==> config.mk <==
export PLATFORM = sky130hd
export DESIGN_NAME = ccc_pt_mem
export DESIGN_NICKNAME = d
export VERILOG_FILES = /design/src/hw/rtl/ccc_pkg.sv /design/src/hw/rtl/ccc_pt_mem.sv
export SDC_FILE = /design/constraint.sdc
export NUM_CORES = 1
export LEC_CHECK = 0
export BUFFER_PORTS_ARGS = -buffer_cell sky130_fd_sc_hd__buf_2
export CAP_MARGIN = 10
export CORE_MARGIN = 2
export CORE_UTILIZATION = 60
export CTS_CLUSTER_DIAMETER = 60
export DETAILED_ROUTE_END_ITERATION = 8
export PLACE_DENSITY = 0.77
export SYNTH_ARGS = -nofsm -noshare
export SYNTH_HDL_FRONTEND = slang
export SYNTH_SLANG_ARGS = --single-unit
==> constraint.sdc <==
create_clock -name clk_i -period 19.8 [get_ports clk_i]
set_clock_uncertainty 0.1 [all_clocks]
set_input_delay 4.95 -clock clk_i [delete_from_list [all_inputs] [get_ports clk_i]]
set_output_delay 4.95 -clock clk_i [all_outputs]
set_load 0.005 [all_outputs]
==> src/hw/rtl/ccc_pkg.sv <==
// shared types, codes and fixed point helpers for the calibration curve block
// no dependencies
package ccc_pkg;

  localparam int unsigned ValW = 32;
  localparam int unsigned MagW = 49;  // |dividend| << 16, also widest quotient

  localparam logic [1:0] OP_LOAD = 2'd0;
  localparam logic [1:0] OP_CONV = 2'd1;
  localparam logic [1:0] OP_FACT = 2'd2;

  localparam logic [1:0] MODE_PASS  = 2'd0;
  localparam logic [1:0] MODE_CURVE = 2'd2;

  localparam logic [2:0] REG_MODE      = 3'd0;
  localparam logic [2:0] REG_GAIN      = 3'd1;
  localparam logic [2:0] REG_COUNT     = 3'd2;
  localparam logic [2:0] REG_MAGNITUDE = 3'd3;
  localparam logic [2:0] REG_HIGH      = 3'd4;
  localparam logic [2:0] REG_LOW       = 3'd5;
  localparam logic [2:0] REG_LINEARITY = 3'd6;

  localparam logic signed [ValW-1:0] VMAX = 32'sh7fff_ffff;
  localparam logic signed [ValW-1:0] VMIN = 32'sh8000_0000;

  typedef struct packed {
    logic [1:0]             op;
    logic [3:0]             point_index;
    logic signed [ValW-1:0] point_x;
    logic signed [ValW-1:0] point_y;
    logic signed [ValW-1:0] absorbance;
    logic signed [ValW-1:0] standard_value;
  } ccc_in_t;

  typedef struct packed {
    logic signed [ValW-1:0] result_value;
    logic                   above_range;
    logic                   below_range;
    logic                   above_high;
    logic                   below_low;
    logic                   above_linearity;
    logic                   divide_error;
  } ccc_out_t;

  typedef struct packed {
    logic            done;
    logic            neg;
    logic [MagW-1:0] quot;
  } ccc_div_res_t;

  // signed saturation of a magnitude and a sign
  function automatic logic signed [ValW-1:0] sat_mag(input logic [MagW-1:0] m,
                                                     input logic neg);
    logic signed [ValW-1:0] r;
    if (neg) begin
      if (m > MagW'(49'h0_8000_0000)) r = VMIN;
      else r = -$signed(m[ValW-1:0]);
    end else begin
      if (m > MagW'(49'h0_7fff_ffff)) r = VMAX;
      else r = $signed(m[ValW-1:0]);
    end
    return r;
  endfunction

  function automatic logic signed [ValW-1:0] clamp33(input logic signed [ValW:0] v);
    logic signed [ValW-1:0] r;
    if (v[ValW] != v[ValW-1]) r = v[ValW] ? VMIN : VMAX;
    else r = v[ValW-1:0];
    return r;
  endfunction

endpackage

==> src/hw/rtl/ccc_pt_mem.sv <==
// calibration point store, x and y per slot, one write and one read port
// depends on ccc_pkg
module ccc_pt_mem import ccc_pkg::*; #(
  parameter int unsigned Depth = 16,
  parameter int unsigned AddrW = 4
) (
  input  logic                  clk_i,
  input  logic                  we_i,
  input  logic [AddrW-1:0]      waddr_i,
  input  logic [2*ValW-1:0]     wdata_i,
  input  logic [AddrW-1:0]      raddr_i,
  output logic [2*ValW-1:0]     rdata_o
);

  logic [2*ValW-1:0] mem_q [Depth];
  logic [2*ValW-1:0] rdata_q;

  always_ff @(posedge clk_i) begin
    if (we_i) begin
      mem_q[waddr_i] <= wdata_i;
    end
    rdata_q <= mem_q[raddr_i];
  end

  assign rdata_o = rdata_q;

endmodule

After elaboration in Yosys (flattened, before gate mapping)

Memories as Yosys holds them, arrays and structs flattened. A register that Yosys moved wholly into a read port is not among the register bits.
Cells that the tools add are included.

Muxes and demuxes: 2

Operators with widths:

| operator | number |
|---|---|
| $mux W1  | 2 |

Memories: 1
Output and inout port bits: 64
Input port bits: 74
Flip-flop bits (word level): 0
Word-level logic and storage cells: 3
RAM bits: 1024

Memories:

| name  | depth | bits a word | rd ports | clocked after Yosys merged registers in | write ports | line             | source |
|---|---|---|---|---|---|---|---|
| mem_q | 16    | 64          | 1        | 1                                       | 1           | ccc_pt_mem.sv:15 | `logic [2*ValW-1:0] mem_q [Depth];` |

Logic depth before layout (Yosys ltp)

Depth after elaboration: 2
Mapped depth: 6
Mapped depth without buffers: 3

Worst setup path after synthesis

No wires, ideal clock.

Kind: input to register
Start point: input waddr_i[2]
End point: memory mem_q[0][0] (netlist bit), enable pin
Data required time: 19.135 ns
Buffers on the path: 0
Library setup time: 0.565 ns
Stages: 2
Slack: 9.321 ns
Arrival: 9.813 ns
Path through: or3b_2 nor3_1

RTL lines:

| what            | line             | source |
|---|---|---|
| start, declared | ccc_pt_mem.sv:9  | `input logic [AddrW-1:0] waddr_i,` |
| end, declared   | ccc_pt_mem.sv:15 |  |

Straight into the memory's write port.

==> results.json <==
{
  "leakagePower_nw": 14.3,
  "floorplan.initialDensity": 0.604,
  "place_area_um2": 41300,
  "post_cts_buffers": 0,
  "fp-row-count": 94,
  "achievable-frequency_mhz": 127,
  "clockBufferDepth": 3,
  "crit_chain": "buf_8 > buf_4 > buf_4 > mux4_2 > a22oi_1 > nand2_1",
  "fin_area_um2": 44500,
  "area_growth_pct": 12.5,
  "yosysTopAreaCell": "edfxtp_1",
  "ff2ff_path_depth": 3,
  "endpoint": "rdata_o[4]",
  "cp_data_required_time_ps": 20240,
  "antenna_found_initial": 9,
  "path_clk_slew_ps": 60,
  "ys_seq_elements": 1088,
  "dr_wl_met2_mm": 42.0,
  "grt_pass1_vias": 18900,
  "synthArstFlopShare": 0,
  "synthFlopType": "edfxtp_1",
  "yosysUniqueCellTypes": 18,
  "core-area_um2": 65500,
  "total_power_w": 0.00467,
  "syn_nets": 1721,
  "dp_cells": 2598,
  "cpMostUsedCell": "buf_4",
  "port_buffers": 137,
  "cts_root_buf": "clkbuf_16",
  "dpl.hpwl_mm": 39.3,
  "yosys-top-cells-area": "edfxtp_1 78%, mux4_2 15%, dfxtp_1 3.2%, a22oi_1 2.4%, nand2_1 0.62%",
  "status": "finished, final reports clean",
  "synthCells": 1647,
  "cts_tree": "yes",
  "worstMarginPinSlew_ps": 1120,
  "period_minus_slack_ps": 7850,
  "fin_cells": 2790,
  "max_cap_viol_count": 0,
  "die-area_um2": 68000,
  "dr.pass1.iters": 5,
  "clk_latency_ps": 670,
  "wl_met1_mm": 32.0,
  "hold_viol_final": 0,
  "r2r_slack_ps": 18280,
  "grt_usage": 0.256,
  "drc": 0,
  "highest_layer": "met5",
  "cts_hold_buf": 0,
  "cpPeakStageDelay_ps": 880,
  "grt-ovfl-total": 0,
  "r2r_end": "rdata_o[5]",
  "path_buf_inv": 3,
  "crit_arrival_ps": 8290,
  "cp-end-kind": "register",
  "wl_mm": 84.6,
  "wl_per_cell_um": 30.3,
  "synth.top_cells.by_count": "1024 x edfxtp_1, 256 x mux4_2, 128 x a22oi_1, 65 x nand2_1, 64 x dfxtp_1",
  "setup_ws_ps": 11950,
  "die_y_um": 261,
  "r2r-start": "mem_q[11][5]",
  "layout.nets": 1910,
  "gp_congestion": 0.715,
  "ys_warn_count": 0,
  "fin_crit_sh": 0.396,
  "ios": 138,
  "route.met3.wl_mm": 8.56,
  "rsz0062_at_grt": "false",
  "die_w_um": 261,
  "post-place-ws_ps": 11150,
  "power_density_nw_per_um2": 105,
  "slowest_stage": "buf_4",
  "max-slew-margin-rel": 0.250,
  "drv_slew": 0,
  "vias": 18300,
  "peakVddDrop_v": 0.0000676,
  "cts_resized": 0,
  "clock-sinks": 1088,
  "critical_path_class": "in -> reg",
  "drt-initial-drc-count": 2338,
  "drive_above_1_share": 0.308,
  "grt_max_degree": 153,
  "ant_nets": 0,
  "setup_viol": 0,
  "worst-path-stages": 6,
  "synth_top_area_frac": 0.777,
  "netlist_area_um2": 39600,
  "timing.critical_path.from_type": "primary input",
  "grt_first_pass_wirelength_mm": 123,
  "hold_path_class": "reg -> reg",
  "fin_setup_tns_ps": 0,
  "cp_top_family": "buffers and inverters",
  "startpoint": "raddr_i[0]",
  "synth_area_per_cell_um2": 24.0,
  "synth_edf_count": 1024,
  "path_max_fanout": 70,
  "viasPerCell": 6.56,
  "synth.most_common_cell": "edfxtp_1",
  "htreeDepth": 3,
  "synth_seq_area_share": 0.809,
  "cts-buffers-inserted": 100
}
## registers in the layout, indices dropped and copies added (netlist names)
signal and cells:
rdata_o 64, mem_q 1024
## per-stage QoR
stage	util	hold slack, ps
floorplan	-	535
global placement	0.631	549
detailed placement	0.631	557
CTS	0.680	568
global route	0.680	583
finish	0.680	565
## how the worst min path moves through the flow
stage                   to  slack, ps  cells after the start           from
3_3_place_gp   rdata_o[43]        550                      3  mem_q[15][43]
6_report       rdata_o[14]        560                      3  mem_q[15][14]
5_1_grt        rdata_o[58]        580                      3  mem_q[14][58]
3_5_place_dp   rdata_o[18]        560                      3   mem_q[6][18]
2_1_floorplan   rdata_o[0]        530                      3   mem_q[14][0]
4_1_cts        rdata_o[14]        570                      3  mem_q[15][14]
## kinds of logic after synthesis
kind of cell | Yosys count | share of synthesized area
AOI/OAI and AO/OA | 128 | 0.0243
buffers and inverters | 84 | 0.0114
DFF | 1088 | 0.809
muxes | 256 | 0.146
and+or+nand+nor | 91 | 0.00942
## where the power goes
| group | leakage, nW | internal [W] | switching, W | total, W |
|---|---|---|---|---|
| Sequential | 9.79 | 0.00257 | 0.0000186 | 0.00259 |
| Combinational | 2.95 | 0.0000879 | 0.000125 | 0.000213 |
| Clock | 1.55 | 0.00106 | 0.000809 | 0.00186 |
## layer usage
metal | up-vias | global-route usage
met5 | - | 0
met4 | 10 | 0.0786
met3 | 153 | 0.0503
met2 | 1049 | 0.408
met1 | 9655 | 0.367
li1 | 7429 | -
## worst min-delay path: cells and delay by family (launching register included)
family          cells  cell delay, ps
simple gates        1              50
compound gates      1              60
flops               1             310
mux                 1             220
## final cells by class
type / count / area (um^2)
sequential: 1088 / 32000
clock inverter: 49 / 394
fill: 3861 / 21000
timing repair buffer: 171 / 973
clock buffer: 140 / 2810
tap: 864 / 1080
antenna: 3 / 7.51
multi-input combinational: 475 / 7230
## cells in the final DEF, fill, tap and decap left out, drive strengths merged, types with 3 or more instances in the layout
cell type,Yosys,routed
nor3,4,4
clkbuf,36,140
edfxtp,1024,1024
dfxtp,64,64
clkinv,0,34
buf,48,171
clkinvlp,0,6
a22oi,128,128
mux4,256,256
nor2,13,13
diode,0,3
inv,0,4
nand2,65,65
bufinv,0,5
Note: power is estimated with default switching activity, not from simulation.
