### config.mk
export PLATFORM = sky130hd
export DESIGN_NAME = ccc_seg_mem
export DESIGN_NICKNAME = d
export VERILOG_FILES = /design/src/hw/rtl/ccc_pkg.sv /design/src/hw/rtl/ccc_seg_mem.sv
export SDC_FILE = /design/constraint.sdc
export NUM_CORES = 1
export LEC_CHECK = 0
export BUFFER_PORTS_ARGS = -buffer_cell sky130_fd_sc_hd__buf_2
export CAP_MARGIN = 20
export CORE_MARGIN = 2
export CORE_UTILIZATION = 64
export CTS_BUF_LIST = sky130_fd_sc_hd__clkbuf_2 sky130_fd_sc_hd__clkbuf_4 sky130_fd_sc_hd__clkbuf_8
export DETAILED_ROUTE_END_ITERATION = 16
export GPL_TIMING_DRIVEN = 0
export PLACE_DENSITY = 0.94
export SLEW_MARGIN = 40
export SYNTH_ARGS = -nofsm -noshare
export SYNTH_HDL_FRONTEND = slang
export SYNTH_SLANG_ARGS = --single-unit
### constraint.sdc
create_clock -name clk_i -period 1.6 [get_ports clk_i]
set_input_delay 0.08 -clock clk_i [delete_from_list [all_inputs] [get_ports clk_i]]
set_output_delay 0.08 -clock clk_i [all_outputs]
set_load 0.02 [all_outputs]
### src/hw/rtl/ccc_pkg.sv
// shared types, codes and fixed point helpers for the calibration curve block
// no dependencies
package ccc_pkg;

  localparam int unsigned ValW = 32;
  localparam int unsigned MagW = 49;  // |dividend| << 16, also widest quotient

  localparam logic [1:0] OP_LOAD = 2'd0;
  localparam logic [1:0] OP_CONV = 2'd1;
  localparam logic [1:0] OP_FACT = 2'd2;

  localparam logic [1:0] MODE_PASS  = 2'd0;
  localparam logic [1:0] MODE_CURVE = 2'd2;

  localparam logic [2:0] REG_MODE      = 3'd0;
  localparam logic [2:0] REG_GAIN      = 3'd1;
  localparam logic [2:0] REG_COUNT     = 3'd2;
  localparam logic [2:0] REG_MAGNITUDE = 3'd3;
  localparam logic [2:0] REG_HIGH      = 3'd4;
  localparam logic [2:0] REG_LOW       = 3'd5;
  localparam logic [2:0] REG_LINEARITY = 3'd6;

  localparam logic signed [ValW-1:0] VMAX = 32'sh7fff_ffff;
  localparam logic signed [ValW-1:0] VMIN = 32'sh8000_0000;

  typedef struct packed {
    logic [1:0]             op;
    logic [3:0]             point_index;
    logic signed [ValW-1:0] point_x;
    logic signed [ValW-1:0] point_y;
    logic signed [ValW-1:0] absorbance;
    logic signed [ValW-1:0] standard_value;
  } ccc_in_t;

  typedef struct packed {
    logic signed [ValW-1:0] result_value;
    logic                   above_range;
    logic                   below_range;
    logic                   above_high;
    logic                   below_low;
    logic                   above_linearity;
    logic                   divide_error;
  } ccc_out_t;

  typedef struct packed {
    logic            done;
    logic            neg;
    logic [MagW-1:0] quot;
  } ccc_div_res_t;

  // signed saturation of a magnitude and a sign
  function automatic logic signed [ValW-1:0] sat_mag(input logic [MagW-1:0] m,
                                                     input logic neg);
    logic signed [ValW-1:0] r;
    if (neg) begin
      if (m > MagW'(49'h0_8000_0000)) r = VMIN;
      else r = -$signed(m[ValW-1:0]);
    end else begin
      if (m > MagW'(49'h0_7fff_ffff)) r = VMAX;
      else r = $signed(m[ValW-1:0]);
    end
    return r;
  endfunction

  function automatic logic signed [ValW-1:0] clamp33(input logic signed [ValW:0] v);
    logic signed [ValW-1:0] r;
    if (v[ValW] != v[ValW-1]) r = v[ValW] ? VMIN : VMAX;
    else r = v[ValW-1:0];
    return r;
  endfunction

endpackage

### src/hw/rtl/ccc_seg_mem.sv
// segment store, slope and intercept per slot; unwritten slots read as zero
// depends on ccc_pkg
module ccc_seg_mem import ccc_pkg::*; #(
  parameter int unsigned Depth = 16,
  parameter int unsigned AddrW = 4
) (
  input  logic                  clk_i,
  input  logic                  rst_ni,
  input  logic                  we_i,
  input  logic [AddrW-1:0]      waddr_i,
  input  logic [2*ValW-1:0]     wdata_i,
  input  logic [AddrW-1:0]      raddr_i,
  output logic [2*ValW-1:0]     rdata_o
);

  logic [2*ValW-1:0] mem_q [Depth];
  logic [2*ValW-1:0] rdata_q;
  logic [Depth-1:0]  vld_q;
  logic              rvld_q;

  always_ff @(posedge clk_i) begin
    if (we_i) begin
      mem_q[waddr_i] <= wdata_i;
    end
    rdata_q <= mem_q[raddr_i];
  end

  always_ff @(posedge clk_i or negedge rst_ni) begin
    if (!rst_ni) begin
      vld_q  <= '0;
      rvld_q <= 1'b0;
    end else begin
      if (we_i) begin
        vld_q[waddr_i] <= 1'b1;
      end
      rvld_q <= vld_q[raddr_i];
    end
  end

  assign rdata_o = rvld_q ? rdata_q : '0;

endmodule

== Yosys cells after proc, flatten, opt, wreduce, memory -nomap -nowiden ==
Memory sizes are Yosys's and may differ from the RTL's. A register that Yosys moved wholly into a read port is not among the register bits.
Index checks and enable logic that the tools add are counted.

* Memories: 1
* Input port bits: 75
* Word-level logic and storage cells: 15
* Memory bits (writable): 1024
* Output and inout port bits: 64
* Register bits after elaboration: 17

{| class="wikitable"
|+ Memory list
! memory !! depth !! width !! read ports !! clocked after Yosys merged registers in !! write ports !! line !! text
|-
| mem_q || 16 || 64 || 1 || 1 || 1 || ccc_seg_mem.sv:16 || <nowiki>logic [2*ValW-1:0] mem_q [Depth];</nowiki>
|}

* Bitwise logic cells: 1
* $lt $le $gt $ge: 3
* Muxes and demuxes: 7
* Reduce and logical (&&, ||, !) cells: 1

{| class="wikitable"
|+ Operators with widths
! operator !! number
|-
| $mux W64 || 1
|-
| $or A16 B16 Y16 || 1
|-
| $lt A4 B5 Y1 const B || 2
|-
| $bmux W1 S4 || 1
|-
| $demux W1 S4 || 1
|-
| $ge A4 B1 Y1 const B || 1
|-
| $mux W1 || 4
|-
| $logic_and A1 B1 Y1 || 1
|}

== Depth between registers and ports, before layout ==
* Depth after elaboration: 5
* Gate-level depth with buffers: 6
* Depth with buffers taken out: 3

== Least setup slack after synthesis ==
OpenSTA, ideal clock, no wires.

* Path type: in2reg
* Start point: input port waddr_i[2]
* End point: memory mem_q[0][0] (netlist bit), enable pin
* Library setup time: 0.567 ns
* Cell stages on the path: 2
* Data required time: 1.033 ns
* Data arrival time: 4.899 ns
* Path slack: -3.866 ns
* Path buffers: 0
* Path through: or3b_1 > nor3_1

{| class="wikitable"
|+ RTL lines
! what !! line !! text
|-
| from (decl) || ccc_seg_mem.sv:10 || <nowiki>input logic [AddrW-1:0] waddr_i,</nowiki>
|-
| to (decl) || ccc_seg_mem.sv:16 ||
|}

Straight into the memory's write port.

== Worst setup path after layout ==
* Start point: register rvld_q
* End point: output port rdata_o[41]

* Longest elaborated chain between the ends: 1

{| class="wikitable"
|+ RTL lines
! what !! line !! text
|-
| from (decl) || ccc_seg_mem.sv:19 || <nowiki>logic rvld_q;</nowiki>
|-
| from (signal assigned) || ccc_seg_mem.sv:36 || <nowiki>rvld_q <= vld_q[raddr_i];</nowiki>
|-
| $mux W64 || ccc_seg_mem.sv:40 || <nowiki>assign rdata_o = rvld_q ? rdata_q : '0;</nowiki>
|-
| to (decl) || ccc_seg_mem.sv:13 || <nowiki>output logic [2*ValW-1:0] rdata_o</nowiki>
|}

Every way passes these cells.

==> metrics.cfg <==
[run_status]
outcome=finished with violations
violations=hold timing, setup timing

[route]
vias=22472
met1_length_um=35040
viasPerCell=6.968
drt_pass1_iterations=8
dr_wl_met2_um=60560
top_layer=met5
wl_met3_um=14090
ant_nets=0
drcViolationCount=0
drt_iter0_drc=3503
wl_per_cell_um=36.42
routed_wirelength_um=117500

[min_path]
hp-class=in -> reg

[timing]
worst_slack_ns=-0.4731
period_share=1.296
period_minus_slack_ns=2.073
max_slew_margin=0.3677
setup_viol=92
hold-worst-slack_ns=-0.04565
fmax_mhz=482.4
rsz0062_at_grt=yes
fin_worst_skew_ns=0.05178
worst-slew-pin-transition_ns=0.9484
timing.final.hold_violations=7
drv_slew=0

[worst_setup_path]
crit_type=reg -> out
crit_required_ns=1.52
critPathMaxFanout=5
path_cells=buf_8, clkbuf_16, and2_4, buf_6
slowest_stage=dfrtp_2
slowest_delay_ns=0.46
end_kind=output port
r2r_start=mem_q[1][38]
cp.arrival_ns=1.99
worstSetupEndpoint=rdata_o[41]
r2r_end=rdata_q[38]
rrSetupSlack_ns=0.05
crit_path_start_kind=flip-flop
startpoint=rvld_q
worstRegToRegCells=3

[grt]
grt_max_degree=18
grt_pass1_vias=23010
grt.overflow.total=0
grt_pass1_wl_um=160600
antenna_found_initial=2
track_usage=0.3514

[floorplan]
io_pins=139
die_area_um2=65630
die_y_um=256.2
start_util=0.6464
coreArea_um2=62970
fp.dieW_um=256.2
rows=92

[clocking]
clock_latency_ns=0.85
cts_buffer_depth=3
clock-sinks=1105
cts_buffers=163
cts_root_buf=clkbuf_8
cts_tree=done
htreeDepth=4
clk_pin_slew_ns=0.08

[synth]
synth_area_leader_cell=edfxtp_1
synth_edf_count=1024
yosysMostFrequentCell=edfxtp_1
netlist_top_cells_count=1024 x edfxtp_1, 260 x mux4_2, 130 x a22oi_1
synth_area_per_cell_um2=23.12
synth_area_um2=40700
synthTopCellsByArea=edfxtp_1 76%, mux4_2 14%, dfxtp_1 3.1%, a22oi_1 2.4%, dfrtp_1 1.0%
synth.top_cell.area_share=0.7555
async_reset_ff_frac=0.01538
syn-num-nets=1835
synth-seq-cells=1105
seq_area_frac_synth=0.7975
synth.distinct_cells=21
yosysWarnings=0
ys.flop_type=edfxtp_1
synth_cells=1760

[power_and_ir_drop]
total_power_w=0.06108
ir_drop_v=0.001031
p_leak_nw=16.39
switching_power_w=0.01445
p_int_w=0.04664
comb_power_share=0.082
pwr-share-clk=0.382
p_sw_frac=0.2365
seq_power_share=0.536
power.density_nw_per_um2=1248

[placed_design]
pre_cts_ws_ns=-0.8161
postPlaceCellArea_um2=44090
io_buffers=136
post-dp-hpwl_um=65410
place_congestion=0.7451

[final_layout]
nets=2314
postLayoutCellArea_um2=48950
final_layout_size_suffix_gt1_frac=0.3796
syn2layout_area_growth_pct=20.27

[flow_run]
cap_violations=0

## timing repair
item / in CTS / in global routing
pin swaps: 3 / 7
hold endpoints to repair: 1254 / 98
resized for setup: 122 / 89
buffers inserted: 0 / 10
gates cloned: 3 / 5
setup endpoints to repair: 64 / 456
hold buffers: 72 / 3
## area by class of cell
| type | instances | area (um^2) |
|---|---|---|
| plain buffers | 93 | 674.4 |
| diodes | 3 | 7.507 |
| multi-input cells | 562 | 8021 |
| flip-flops and latches | 1105 | 32460 |
| clock buffers | 229 | 2845 |
| clock inverters | 73 | 425.4 |
| well taps | 846 | 1059 |
| fillers | 2778 | 14020 |
| repair buffers | 314 | 3457 |
## state kept, by name, summed over array words and instances, names as in the netlist
register	flops
mem_q	1024
rvld_q	1
rdata_q	64
vld_q	16
## worst min-delay path by stage
stage | start | endpoint | slack, ns | cells past startpoint
6_report | waddr_i[3] | mem_q[3][42] | -0.05 | 3
3_3_place_gp | rst_ni | vld_q[0] | -0.0004 | 1
5_1_grt | waddr_i[3] | mem_q[3][42] | -0.04 | 3
3_5_place_dp | rst_ni | vld_q[0] | 0.03 | 1
4_1_cts | waddr_i[2] | mem_q[0][41] | -0.13 | 3
2_1_floorplan | rst_ni | rvld_q | -0.22 | 0
## critical path: cells and delay by family (launching register included)
family                 cells  cell delay (ns)
buffers and inverters      3             0.53
flip-flops                 1             0.46
AND/OR/NAND/NOR            1             0.16
## cells by family after synthesis
family / after synthesis / share of synthesized area
flip-flops: 1105 / 0.7975
AND/OR/NAND/NOR: 172 / 0.02155
multiplexers: 260 / 0.1439
AO/OA/AOI/OAI: 130 / 0.02398
buffers and inverters: 93 / 0.01313
## per-stage QoR
step / util / hold WS (ns) / std cells / TNS, ns
floorplan: - / -0.2156 / 1760 / -628.75
global placement: 0.6762 / -0.0004289 / 2742 / -2355.95
detailed placement: 0.7002 / 0.02561 / 2828 / -283.25
CTS: 0.7706 / -0.1347 / 3205 / -80.50
global route: 0.7773 / -0.03613 / 3224 / -30.37
finish: 0.7774 / -0.04565 / 3225 / -29.35
## per-layer routing
layer / GRT usage / vias up
met5: 0 / -
met4: 0.2099 / 2
met3: 0.08511 / 533
met2: 0.5941 / 2350
met1: 0.4130 / 11174
li1: - / 8413
## power by group through the flow
stage | registers (W) | clock network [W] | logic, W
4_1_cts | 0.0327 | 0.0229 | 0.00450
3_3_place_gp | 0.0332 | 0 | 0.00344
5_1_grt | 0.0327 | 0.0243 | 0.00518
2_1_floorplan | 0.0331 | 0 | 0.00219
6_report | 0.0327 | 0.0233 | 0.00503
3_5_place_dp | 0.0332 | 0 | 0.00382
## cell usage in the layout (no fill, tap or decap), drive strengths merged
master        count
dlymetal6s4s      2
clkbuf          278
inv               3
diode             3
nand2b            2
nand2            66
edfxtp         1024
dlygate4sd3      71
buf             285
clkinvlp         11
nand3             1
and2             65
or3b              1
dfrtp            17
nor2b             2
or2              16
nor2             13
bufinv            3
dfxtp            64
nor3              4
a22oi           130
mux4            260
nand3b            2
clkinv           56
Power figures use the tool's default switching activity.
