==> src/hw/rtl/ccc_pkg.sv <==
// shared types, codes and fixed point helpers for the calibration curve block
// no dependencies
package ccc_pkg;

  localparam int unsigned ValW = 32;
  localparam int unsigned MagW = 49;  // |dividend| << 16, also widest quotient

  localparam logic [1:0] OP_LOAD = 2'd0;
  localparam logic [1:0] OP_CONV = 2'd1;
  localparam logic [1:0] OP_FACT = 2'd2;

  localparam logic [1:0] MODE_PASS  = 2'd0;
  localparam logic [1:0] MODE_CURVE = 2'd2;

  localparam logic [2:0] REG_MODE      = 3'd0;
  localparam logic [2:0] REG_GAIN      = 3'd1;
  localparam logic [2:0] REG_COUNT     = 3'd2;
  localparam logic [2:0] REG_MAGNITUDE = 3'd3;
  localparam logic [2:0] REG_HIGH      = 3'd4;
  localparam logic [2:0] REG_LOW       = 3'd5;
  localparam logic [2:0] REG_LINEARITY = 3'd6;

  localparam logic signed [ValW-1:0] VMAX = 32'sh7fff_ffff;
  localparam logic signed [ValW-1:0] VMIN = 32'sh8000_0000;

  typedef struct packed {
    logic [1:0]             op;
    logic [3:0]             point_index;
    logic signed [ValW-1:0] point_x;
    logic signed [ValW-1:0] point_y;
    logic signed [ValW-1:0] absorbance;
    logic signed [ValW-1:0] standard_value;
  } ccc_in_t;

  typedef struct packed {
    logic signed [ValW-1:0] result_value;
    logic                   above_range;
    logic                   below_range;
    logic                   above_high;
    logic                   below_low;
    logic                   above_linearity;
    logic                   divide_error;
  } ccc_out_t;

  typedef struct packed {
    logic            done;
    logic            neg;
    logic [MagW-1:0] quot;
  } ccc_div_res_t;

  // signed saturation of a magnitude and a sign
  function automatic logic signed [ValW-1:0] sat_mag(input logic [MagW-1:0] m,
                                                     input logic neg);
    logic signed [ValW-1:0] r;
    if (neg) begin
      if (m > MagW'(49'h0_8000_0000)) r = VMIN;
      else r = -$signed(m[ValW-1:0]);
    end else begin
      if (m > MagW'(49'h0_7fff_ffff)) r = VMAX;
      else r = $signed(m[ValW-1:0]);
    end
    return r;
  endfunction

  function automatic logic signed [ValW-1:0] clamp33(input logic signed [ValW:0] v);
    logic signed [ValW-1:0] r;
    if (v[ValW] != v[ValW-1]) r = v[ValW] ? VMIN : VMAX;
    else r = v[ValW-1:0];
    return r;
  endfunction

endpackage

==> src/hw/rtl/ccc_div.sv <==
// restoring divider, one quotient bit per cycle: |num| * 2^16 / |den|
// depends on ccc_pkg
module ccc_div import ccc_pkg::*; (
  input  logic                   clk_i,
  input  logic                   rst_ni,
  input  logic                   start_i,
  input  logic signed [ValW:0]   num_i,
  input  logic signed [ValW:0]   den_i,
  output ccc_div_res_t           res_o
);

  logic [MagW-1:0] dvd_q, dvd_d;
  logic [ValW+1:0] rem_q, rem_d;
  logic [ValW:0]   ud_q, ud_d;
  logic [5:0]      cnt_q, cnt_d;
  logic            run_q, run_d;
  logic            neg_q, neg_d;
  logic            done_q, done_d;
  logic [ValW:0]   un;
  logic [ValW+1:0] rem_sh;

  always_comb begin
    dvd_d  = dvd_q;
    rem_d  = rem_q;
    ud_d   = ud_q;
    cnt_d  = cnt_q;
    run_d  = run_q;
    neg_d  = neg_q;
    done_d = 1'b0;
    un     = num_i[ValW] ? (ValW+1)'(0) - num_i : num_i;
    rem_sh = {rem_q[ValW:0], dvd_q[MagW-1]};
    if (start_i) begin
      dvd_d = {un, 16'h0000};
      rem_d = '0;
      ud_d  = den_i[ValW] ? (ValW+1)'(0) - den_i : den_i;
      neg_d = num_i[ValW] ^ den_i[ValW];
      cnt_d = '0;
      run_d = 1'b1;
    end else if (run_q) begin
      // a zero divisor leaves all ones, which saturates as required
      if (rem_sh >= {1'b0, ud_q}) begin
        rem_d = rem_sh - {1'b0, ud_q};
        dvd_d = {dvd_q[MagW-2:0], 1'b1};
      end else begin
        rem_d = rem_sh;
        dvd_d = {dvd_q[MagW-2:0], 1'b0};
      end
      cnt_d = cnt_q + 6'd1;
      if (cnt_q == 6'(MagW - 1)) begin
        run_d  = 1'b0;
        done_d = 1'b1;
      end
    end
  end

  always_ff @(posedge clk_i or negedge rst_ni) begin
    if (!rst_ni) begin
      run_q  <= 1'b0;
      done_q <= 1'b0;
      cnt_q  <= '0;
    end else begin
      run_q  <= run_d;
      done_q <= done_d;
      cnt_q  <= cnt_d;
    end
  end

  always_ff @(posedge clk_i) begin
    dvd_q <= dvd_d;
    rem_q <= rem_d;
    ud_q  <= ud_d;
    neg_q <= neg_d;
  end

  assign res_o.done = done_q;
  assign res_o.neg  = neg_q;
  assign res_o.quot = dvd_q;

endmodule

==> config.mk <==
export PLATFORM = sky130hd
export DESIGN_NAME = ccc_div
export DESIGN_NICKNAME = d
export VERILOG_FILES = /design/src/hw/rtl/ccc_pkg.sv /design/src/hw/rtl/ccc_div.sv
export SDC_FILE = /design/constraint.sdc
export NUM_CORES = 1
export LEC_CHECK = 0
export CAP_MARGIN = 20
export CORE_MARGIN = 5
export CORE_UTILIZATION = 65
export CTS_CLUSTER_DIAMETER = 40
export DETAILED_ROUTE_END_ITERATION = 10
export DONT_BUFFER_PORTS = 1
export GPL_ROUTABILITY_DRIVEN = 0
export PLACE_DENSITY = 0.81
export SYNTH_ARGS = -nofsm -noshare
export SYNTH_HDL_FRONTEND = slang
export SYNTH_SLANG_ARGS = --single-unit
==> constraint.sdc <==
create_clock -name clk_i -period 4.04 [get_ports clk_i]
set_input_delay 0.404 -clock clk_i [delete_from_list [all_inputs] [get_ports clk_i]]
set_output_delay 0.404 -clock clk_i [all_outputs]
set_load 0.01 [all_outputs]
## Yosys cells after proc, flatten, opt, wreduce, memory -nomap -nowiden

Cells that the tools add are included.

| cells by class | value |
|---|---|
| muxes and demuxes | 14 |
| reductions and logical operators | 1 |
| add/sub/neg operators | 4 |
| order comparisons | 1 |
| bitwise logic cells | 1 |
| eq/ne operators | 1 |

Operators by type and width:

| cell | count |
|---|---|
| $mux 49 | 2 |
| $mux 33 | 2 |
| $sub 1x33->33 const A | 2 |
| $ge 34x33->1 | 1 |
| $sub 33x33->33 | 1 |
| $mux 32 | 1 |
| $mux 6 | 2 |
| $mux 1 | 7 |
| $add 6x1->6 const B | 1 |
| $eq 6x6->1 const B | 1 |
| $reduce_bool 2->1 | 1 |
| $xor 1x1->1 | 1 |

| storage, ports and cells | value |
|---|---|
| register bits | 124 |
| input bits | 69 |
| output and inout bits | 51 |

## Logic depth before layout (Yosys ltp)

| depth | value |
|---|---|
| depth in word-level cells | 4 |
| mapped depth | 14 |
| depth with buffers taken out | 13 |

## Least setup slack after synthesis

Ideal clock, no wire load.

| timing | value |
|---|---|
| path type | register to register |
| start | reg dvd_q[48] |
| end | reg rem_q[13] |
| clock period less this slack | 3.492 ns |
| buffers on the path | 1 |
| slack | 0.548 ns |
| cell stages (with the launch flop) | 14 |
| library setup time | 0.137 ns |
| data required time | 3.903 ns |
| data arrival time | 3.355 ns |
| path through | edfxtp_1 -> inv_1 -> ha_1 -> inv_1 -> fa_1 -> a21o_1 -> a211o_1 -> a311oi_1 -> a211oi_1 -> o311a_1 -> o21ai_1 -> buf_2 -> mux2i_1 -> a211oi_1 |

| on the way | value |
|---|---|
| cells in the longest elaborated chain, start to end | 2 |

RTL lines:

| element | line | RTL |
|---|---|---|
| from (decl) | ccc_div.sv:12 | `logic [MagW-1:0] dvd_q, dvd_d;` |
| from (signal assigned) | ccc_div.sv:69 | `dvd_q <= dvd_d;` |
| $sub 33x33->33 / $ge 34x33->1 (equally long branches) | ccc_div.sv:42, ccc_div.sv:41 |  |
| $mux 33 (*) | ccc_div.sv:41 | `if (rem_sh >= {1'b0, ud_q}) begin` |
| to (signal assigned) | ccc_div.sv:70 | `rem_q <= rem_d;` |
| to (decl) | ccc_div.sv:13 | `logic [ValW+1:0] rem_q, rem_d;` |

Every way passes the cells marked *; elsewhere a longest branch is shown, timed or not.
A chain may end at the register's enable or synchronous reset.

## Final worst setup path

| timing | value |
|---|---|
| start | reg dvd_q[48] |
| end | reg rem_q[32] |

Same word-level chain as after synthesis.

==> results_dict.tcl <==
set metrics [dict create \
    r2r_setup_slack_ns 0.30 \
    max_clock_freq_mhz 268 \
    synthesis.nets 942 \
    clock_skew_ns 0.00781 \
    core_um2 11900 \
    grt_first_pass_wirelength_um 29100 \
    io_pins 120 \
    dr_wl_met3_um 1570 \
    path_buf_inv 2 \
    seqCellArea_um2 3190 \
    synth_top_family_by_area "compound AO/OA/AOI/OAI gates" \
    final_cell_area_um2 8560 \
    hpwl_um 12700 \
    final.setup.worst_slack_ns 0.302 \
    crit_top_cell "inv_1" \
    dp_cells 947 \
    vias 6248 \
    placed_area_um2 7930 \
    ys.flop_type "edfxtp_1" \
    io_buffers 0 \
    clock-sinks 124 \
    setup-tns-final_ns 0 \
    whs_path_depth 1 \
    crit_start "dvd_q[48]$_DFFE_PP_" \
    die_h_um 120 \
    vdd_drop_max_mv 0.299 \
    required_ns 4.37 \
    critPathCapture "rem_q[32]$_SDFFE_PP0P_" \
    reg2reg_depth 13 \
    fin_crit_ns 3.74 \
    worst_pin_slew_ns 0.848 \
    min_path_type "in -> reg" \
    cp_top_family "compound AO/OA/AOI/OAI gates" \
    fin_nets 930 \
    clkPwrFrac 0.447 \
    slew_viol_final 0 \
    initial_utilization 0.658 \
    n_antenna_cell 0 \
    wire_per_inst_um 18.0 \
    worst_path_max_delay_cell "o311a_1" \
    critical_path_depth 13 \
    dieArea_um2 14400 \
    path_class "reg -> reg" \
    firstDrtPassIters 5 \
    crit_chain "inv_1, ha_1, inv_1, fa_1, a21o_1, a211o_1, a311oi_1, a211oi_1, o311a_1, o21ai_1, o21ai_0, or3b_2, a41oi_1" \
    instances_no_fill 983 \
    met2WireLength_um 8510 \
    yosys.area_share.adder 0.0616 \
    swShare 0.237 \
    setup_violations 0 \
    die_w_um 120 \
    drive_gt1_frac 0.0658 \
    drt_iter0_markers 516 \
    ant_nets 0 \
    clockRootBuffer "clkbuf_16" \
    netlist_area_um2 7840 \
    max-slew-margin-rel 0.420 \
    syn_avg_cell_area_um2 9.38 \
    clk_latency_ns 0.41 \
    synth-simple-area-share 0.148 \
    synthToLayoutAreaGrowth_pct 9.18 \
    r2r_start "dvd_q[48]$_DFFE_PP_" \
    status "finished, final reports clean" \
    drc 0 \
    clk_pin_slew_ns 0.06 \
    sequentialPowerShare 0.449 \
    cts_tree "built" \
    gr-total-overflow 0 \
    wl_met1_um 7350 \
    maxCapViolations 0 \
    yosys.area_share.xor_xnor 0.0995 \
    syn_inst 835 \
    worstPathMaxFanout 4 \
    synth-compound-area-share 0.200 \
    rsz0062_at_grt "no" \
    synth_cell_type_count 63 \
    period_share 0.925 \
    synth_mux_area_frac 0.0386 \
    synth-edff-count 67 \
    yosys_warnings 0 \
    ys_seq_elements 124 \
    yosysSeqAreaShare 0.407 \
    start_kind "flop" \
    switchingPower_uw 793 \
    multi_input_area_um2 4310 \
    clockBufferDepth 2 \
    grt_pass1_vias 6048 \
    end_kind "flop" \
    reg2reg_to "rem_q[32]$_SDFFE_PP0P_" \
    highest_layer "met4" \
    ys_async_sr_fraction 0.0645 \
    leakagePower_uw 0.00361 \
    critPathArrivalTime_ns 4.07 \
    routed_wl_um 17700 \
    rows 40 \
    slowest_delay_ns 0.46 \
    power.density_nw_per_um2 391 \
    viasPerCell 6.36 \
    grt_antenna_before_repair 0 \
    post-place-ws_ns 0.298 \
    hold_violations 0 \
    htree_levels 4 \
    grt_max_degree 126 \
    power.internal_uw 2550 \
    track_usage 0.250 \
    cts-buffers-inserted 17 \
    fillers 809 \
    pwr-share-comb 0.105 \
]
-- cell families after synthesis --
logic type / Yosys count
AOI/OAI and AO/OA: 224
xor gates and xnor gates: 89
adders and majority gates: 38
buffers and inverters: 91
DFF: 124
muxes: 30
and+or+nand+nor: 239
-- worst min-delay path by stage --
| stage | start | slack (ns) | endpoint |
|---|---|---|---|
| 6_report | start_i | 0.08 | rem_q[6]$_SDFFE_PP0P_ |
| 4_1_cts | start_i | 0.06 | rem_q[6]$_SDFFE_PP0P_ |
| 3_3_place_gp | rst_ni | 0.11 | cnt_q[5]$_DFFE_PN0P_ |
| 3_5_place_dp | rst_ni | 0.11 | cnt_q[5]$_DFFE_PN0P_ |
| 5_1_grt | start_i | 0.07 | rem_q[17]$_SDFFE_PP0P_ |
| 2_1_floorplan | rst_ni | 0.11 | cnt_q[0]$_DFFE_PN0P_ |
-- cell usage in the layout, fill, tap and decap left out, types with 7 or more instances in the layout --
cell type  netlist  final
a22o_1          32     32
edfxtp_1        67     67
nor2_1          86     86
a211oi_1        27     27
nand3_1         12     12
dfrtp_1          8      7
nor3_1          10     10
a21oi_1         43     43
xor2_1          14     14
mux2i_1         28     28
o21ai_0         40     39
nand2b_1        10     10
dfxtp_1         49     49
nor4_1           7      7
buf_4            2      7
o31ai_1         16     16
inv_1           50     50
xnor2_1         75     75
a21o_1          16     16
clkbuf_16        0     17
o41ai_1         11     11
nand2_1         60     60
ha_1            37     37
or4_1            7      7
-- timing repair --
item	in CTS	in global routing
gates resized for setup	0	1
buffers inserted	0	3
endpoints found under the hold margin	8	0
hold buffers	1	0
endpoints found under the setup margin	0	5
-- per-stage QoR --
stage	power [µW]	hold slack [ns]	util
2_1_floorplan	1800	0.108	-
4_1_cts	3360	0.0643	0.715
5_1_grt	3470	0.0673	0.718
3_3_place_gp	1850	0.109	0.666
3_5_place_dp	1860	0.109	0.666
6_report	3340	0.0828	0.718
-- registers in the layout, summed over array words and instances (netlist names) --
register  cells
dvd_q        49
rem_q        33
ud_q         33
cnt_q         6
done_q        1
neg_q         1
run_q         1
-- area by class of cell --
class / instances / share of cell area
clock inverter: 14 / 0.0178
clock buffer: 18 / 0.0502
sequential: 124 / 0.373
multi-input combinational: 620 / 0.503
timing repair buffer: 10 / 0.0120
inverter: 50 / 0.0219
tap: 147 / 0.0215
-- layer usage --
layer | vias up | global-route usage
li1 | 3019 | -
met1 | 2947 | 0.324
met2 | 257 | 0.403
met3 | 25 | 0.0730
met4 | 0 | 0.0845
met5 | - | 0
-- synth_stat cells, types with 5 or more instances --
cell type	number	area [µm²]
a21oi_1	43	215
nor2b_1	6	37.5
o41ai_1	11	96.3
xor2_1	14	123
and3_1	6	37.5
inv_1	50	188
o21ai_0	40	200
nand2b_1	10	62.6
nand4_1	5	31.3
nor2_1	86	323
a211oi_1	27	203
nor3_1	10	50.1
nand2_1	60	225
mux2i_1	28	280
xnor2_1	75	657
o31ai_1	16	120
dfxtp_1	49	981
or2_2	5	31.3
a22o_1	32	280
or3_1	6	37.5
clkbuf_1	34	128
edfxtp_1	67	2010
dfrtp_1	8	200
a21o_1	16	120
nor4_1	7	43.8
nand3_1	12	60.1
ha_1	37	463
or4_1	7	52.6
-- power by group through the flow --
| stage | sequential [µW] | combinational (µW) | clock (µW) |
|---|---|---|---|
| 3_3_place_gp | 1520 | 324 | 0 |
| 6_report | 1500 | 350 | 1490 |
| 3_5_place_dp | 1530 | 338 | 0 |
| 2_1_floorplan | 1510 | 292 | 0 |
| 4_1_cts | 1500 | 345 | 1510 |
| 5_1_grt | 1510 | 387 | 1580 |
Power figures use the tool's default switching activity.
